File: src/rtl/mor_pkg.sv
// ----------------------------------------------------------------------------
// mor_pkg
// types and constants shared by the monochrome oled row flush block
// ----------------------------------------------------------------------------
package mor_pkg;

    // operation codes
    localparam logic OP_WRITE = 1'b0;
    localparam logic OP_FLUSH = 1'b1;

    // byte kinds on the result channel
    localparam logic [1:0] KIND_CMD  = 2'd0;
    localparam logic [1:0] KIND_ARG  = 2'd1;
    localparam logic [1:0] KIND_DATA = 2'd2;

    // command ids
    localparam logic [2:0] CMD_X_START    = 3'd0;
    localparam logic [2:0] CMD_X_END      = 3'd1;
    localparam logic [2:0] CMD_Y_START    = 3'd2;
    localparam logic [2:0] CMD_Y_END      = 3'd3;
    localparam logic [2:0] CMD_DATA_WRITE = 3'd4;

    // configuration register indexes
    localparam logic [1:0] REG_NATIVE_WIDTH  = 2'd0;
    localparam logic [1:0] REG_NATIVE_HEIGHT = 2'd1;
    localparam logic [1:0] REG_VIEW_OFFSET_X = 2'd2;
    localparam logic [1:0] REG_VIEW_OFFSET_Y = 2'd3;

    // address limits and packing
    localparam logic [7:0] X_ADDR_LIMIT = 8'(128 >> 3);
    localparam logic [7:0] Y_ADDR_LIMIT = 8'd39;
    localparam int         PIX_PER_BYTE = 8;

    typedef struct packed {
        logic       operation;
        logic [9:0] store_address;
        logic [7:0] store_data;
        logic [6:0] rect_left;
        logic [6:0] rect_right;
        logic [6:0] rect_top;
        logic [6:0] rect_bottom;
        logic [6:0] row_index;
        logic [1:0] rotation;
    } item_t;

    typedef struct packed {
        logic [1:0] byte_kind;
        logic [2:0] command_id;
        logic [7:0] byte_value;
        logic       last_of_row;
    } result_t;

    typedef struct packed {
        logic [7:0] native_width;
        logic [7:0] native_height;
        logic [6:0] view_offset_x;
        logic [5:0] view_offset_y;
    } cfg_t;

    // everything a flush needs, worked out when the item is taken
    typedef struct packed {
        logic        skip;
        logic        turned;
        logic [3:0]  last_idx;
        logic [7:0]  x_start;
        logic [7:0]  x_end;
        logic [7:0]  y_addr;
        logic [15:0] ptr_start;
    } plan_t;

endpackage

File: src/rtl/mor_plan.sv
// ----------------------------------------------------------------------------
// mor_plan
// decodes a flush item into column span, box address arguments and the
// starting frame store pointer
// ----------------------------------------------------------------------------
module mor_plan #(
    parameter int MAX_ROW_BYTES = 16
) (
    input  mor_pkg::item_t item,
    input  mor_pkg::cfg_t  cfg,
    output mor_pkg::plan_t plan
);

    logic        turned;
    logic [3:0]  cs;
    logic [3:0]  ce;
    logic [6:0]  rs;
    logic [6:0]  re;
    logic [3:0]  span;
    logic [6:0]  yrow;
    logic [7:0]  ysum;
    logic [3:0]  xoff;
    logic [4:0]  xs_sum;
    logic [4:0]  xe_sum;
    logic [7:0]  w;
    logic [6:0]  mul_a;
    logic [7:0]  mul_b;
    logic [14:0] prod;
    logic [6:0]  add_term;

    always_comb
    begin
        turned = item.rotation[0];
        if (turned)
        begin
            cs = item.rect_top[6:3];
            ce = item.rect_bottom[6:3];
            rs = item.rect_left;
            re = item.rect_right;
        end
        else
        begin
            cs = item.rect_left[6:3];
            ce = item.rect_right[6:3];
            rs = item.rect_top;
            re = item.rect_bottom;
        end

        plan.skip   = (ce < cs) || (item.row_index < rs) || (item.row_index > re);
        plan.turned = turned;

        span = ce - cs;
        plan.last_idx = (span > 4'(MAX_ROW_BYTES - 1)) ? 4'(MAX_ROW_BYTES - 1) : span;

        // y mirrored against the bottom row of the range when rotation bit 1 is set
        yrow = item.rotation[1] ? (re - item.row_index) : item.row_index;
        ysum = {1'b0, yrow} + {2'b00, cfg.view_offset_y};
        plan.y_addr = (ysum > mor_pkg::Y_ADDR_LIMIT) ? mor_pkg::Y_ADDR_LIMIT : ysum;

        xoff   = cfg.view_offset_x[6:3];
        xs_sum = {1'b0, cs} + {1'b0, xoff};
        xe_sum = {1'b0, ce} + {1'b0, xoff};
        w      = {3'b000, cfg.native_width[7:3]} - 8'd1;
        if (turned)
        begin
            plan.x_start = (w >= {3'b000, xe_sum}) ? (w - {3'b000, xe_sum}) : 8'd0;
            plan.x_end   = (w >= {3'b000, xs_sum}) ? (w - {3'b000, xs_sum}) : 8'd0;
        end
        else
        begin
            plan.x_start = ({3'b000, xs_sum} > mor_pkg::X_ADDR_LIMIT) ?
                           mor_pkg::X_ADDR_LIMIT : {3'b000, xs_sum};
            plan.x_end   = ({3'b000, xe_sum} > mor_pkg::X_ADDR_LIMIT) ?
                           mor_pkg::X_ADDR_LIMIT : {3'b000, xe_sum};
        end

        // turned: pixel index of the first bit, else byte index of the first column
        if (turned)
        begin
            mul_a    = {cs, 3'b000};
            mul_b    = cfg.native_height;
            add_term = item.row_index;
        end
        else
        begin
            mul_a    = item.row_index;
            mul_b    = {3'b000, cfg.native_width[7:3]};
            add_term = {3'b000, cs};
        end
        prod = 15'(mul_a * mul_b);
        plan.ptr_start = {1'b0, prod} + {9'd0, add_term};
    end

endmodule

File: config.mk
export PLATFORM = sky130hd
export DESIGN_NAME = mor_plan
export DESIGN_NICKNAME = d
export VERILOG_FILES = /design/src/rtl/mor_pkg.sv /design/src/rtl/mor_plan.sv
export SDC_FILE = /design/constraint.sdc
export NUM_CORES = 1
export LEC_CHECK = 0
export BUFFER_PORTS_ARGS = -buffer_cell sky130_fd_sc_hd__buf_2
export CORE_MARGIN = 2
export CORE_UTILIZATION = 50
export DETAILED_ROUTE_END_ITERATION = 10
export GPL_TIMING_DRIVEN = 0
export PLACE_DENSITY = 0.81
export SYNTH_ARGS = -nofsm -noshare
export SYNTH_HDL_FRONTEND = slang
export SYNTH_SLANG_ARGS = --single-unit
File: constraint.sdc
create_clock -name vclk -period 5.6
set_input_delay 0.56 -clock vclk [all_inputs]
set_output_delay 0.56 -clock vclk [all_outputs]
set_load 0.02 [all_outputs]
==> reports/results.txt <==
Outcome: completed
Power per cell area: 267.0 nW/um2
Die width: 97.84 um
HP Class: input pin to primary output
Global-route wire length before repair: 19.91 mm
Pins over their slew limit: 0
Antenna violations before repair: 0
Final hold viol count: 0
Vias post-DR: 4363
# rows: 34
Top cells by area, synth: ha_1 23%, fa_1 20%, inv_1 7.8%
Fraction of layout cells with a size suffix above 1: 0.2615
Seq cells: 0
CTS Hold Bufs: 0
Number of global-route vias before repair: 4404
Synthesized instance count: 539
Final worst slack: 0.1594 ns
Final WL: 11.75 mm
Die H: 97.84 um
GRT Overall Usage: 0.2421
Setup WS pre-CTS: -0.4888 ns
Count of cell types in the netlist: 66
Yosys warns: 0
Post-DRT Antenna Nets: 0
Syn-to-layout area delta: 19.81%
Vias per cell: 5.756
Core Region: 8636 um2
Critical path's top delay family: adder cells
TNS Setup: 0 ns
DR WL/cell: 15.51 um
Met3 Track Usage GR: 0.01503
GP Congestion: 0.9272
Max Cap Viol: 0
Req. time, crit path: 5.04 ns
DP HPWL: 10.20 mm
Die Footprint: 9573 um2
Detailed-route DRC error count: 0
I/O pins: 131
Slowest cell on the critical path: fa_1
CP Class: input pin to primary output
GRT overflow: 0
Port bufs: 99
Critical Path Sink Type: primary output
CP max stage delay: 0.55 ns
WP buf/inv: 4
Final layout net count: 862
Drt pass-1 iters: 5
# clk buffers: 0
RSZ-0062 raised after global routing: false
Average cell area after synthesis: 8.169 um2
Fin Hold WS: 1.339 ns
Largest net degree at the start of global routing: 14
Register area: 0 um2
Mapped Area: 4403 um2
Cell mode on critical path: fa_1
Crit-path max FO: 6
DRT iter0 DRCs: 271
Met2 Track Usage GR: 0.4331
Area fraction of the dominant cell type after synthesis: 0.2330
Period Utilization, post-route: 0.9715
Sequential area share after synthesis: 0
# setup viols final: 0
Peak VDD IR: 0.3895 mV
Leading area contributor after synthesis: ha_1
Met1 Track Usage GR: 0.3240
Initial Utilization: 0.5099
Worst path arrival time: 4.88 ns
Critical path, cell by cell: buf_2 > and2_1 > a22o_1 > fa_1 > fa_1 > fa_1 > inv_1 > fa_1 > inv_1 > ha_4 > and3_4 > o311a_4 > o211ai_2 > mux2i_1 > xnor2_1 > buf_2
Static Leak: 2.870 nW
Max Freq: 183.8 MHz
Critical Path Source Type: input pin
# diodes: 0
Gr busiest metal: met2
Fin crit period: 5.441 ns
==> logic make-up after synthesis <==
family | count (synthesis) | synth area share
other cells | 2 | 0.001706
buf+inv | 115 | 0.1057
simple gates | 123 | 0.1486
xor+xnor | 27 | 0.05371
compound gates | 125 | 0.2092
fa+ha+maj | 125 | 0.4285
mux | 22 | 0.05257
==> synthesized netlist by cell type, drive strengths merged, types with 4 or more instances <==
library cell and count:
inv 92, ha 82, fa 43, nor2 34
nand2 28, a21oi 25, o21ai 23, xnor2 18
and3 17, clkbuf 13, mux2i 13, a21o 12
nor2b 10, a32o 9, buf 9, mux2 9
xor2 9, o21a 8, o22ai 8, a22o 7
nor3 7, and2 6, nand2b 6, a211oi 4
nand3 4, o211ai 4
==> area by class of cell <==
cell class	instances	area (um2)
buffer	19	151.4
inverter	93	350.3
fill	783	3361
multi-input combinational	433	4094
timing repair buffer	105	544.3
tap	108	135.1
==> layout by cell type, fill, tap and decap left out, types with 11 or more instances in the layout <==
cell type  synthesis  layout
a21o_1            12      12
o21ai_0           22      21
a21oi_1           24      24
nor2_1            32      26
buf_4              6      11
conb_1             2      11
and3_1            17      16
nand2_1           28      28
mux2i_1           13      13
ha_1              82      78
fa_1              43      42
inv_1             92      89
xnor2_1           18      18
buf_2              2     102
==> stage by stage <==
stage,util,total power [mW],instances,area (um2)
finish,0.6108,1.408,758,5275
global route,0.6108,1.561,758,5275
CTS,0.6003,1.344,755,5184
detailed placement,0.5868,1.306,755,5067
global placement,0.5868,1.276,755,5067
floorplan,-,0.9818,548,4437
==> worst paths after layout <==
kind,to,startpoint,cells past startpoint
max,plan[15],item[22],16
min,plan[44],item[0],2
==> power by group <==
part / switching [mW] / internal, mW
Clock: 0 / 0
Combinational: 0.809 / 0.599
Sequential: 0 / 0
==> timing repair <==
item | CTS | global route
pin swaps | 7 | 12
endpoints found under the setup margin | 8 | 4
setup buffers | 3 | 3
gates resized for setup | 30 | 19
gates cloned | 0 | 0
==> routing by layer <==
metal / part of all wire / up-vias / routed length [um]
li1: - / 2086 / -
met3: 0.059 / 18 / 693
met5: 0 / - / 0
met4: 0.015 / 0 / 174
met2: 0.51 / 159 / 6004
met1: 0.42 / 2100 / 4880
Note: power is estimated with default switching activity, not from simulation.
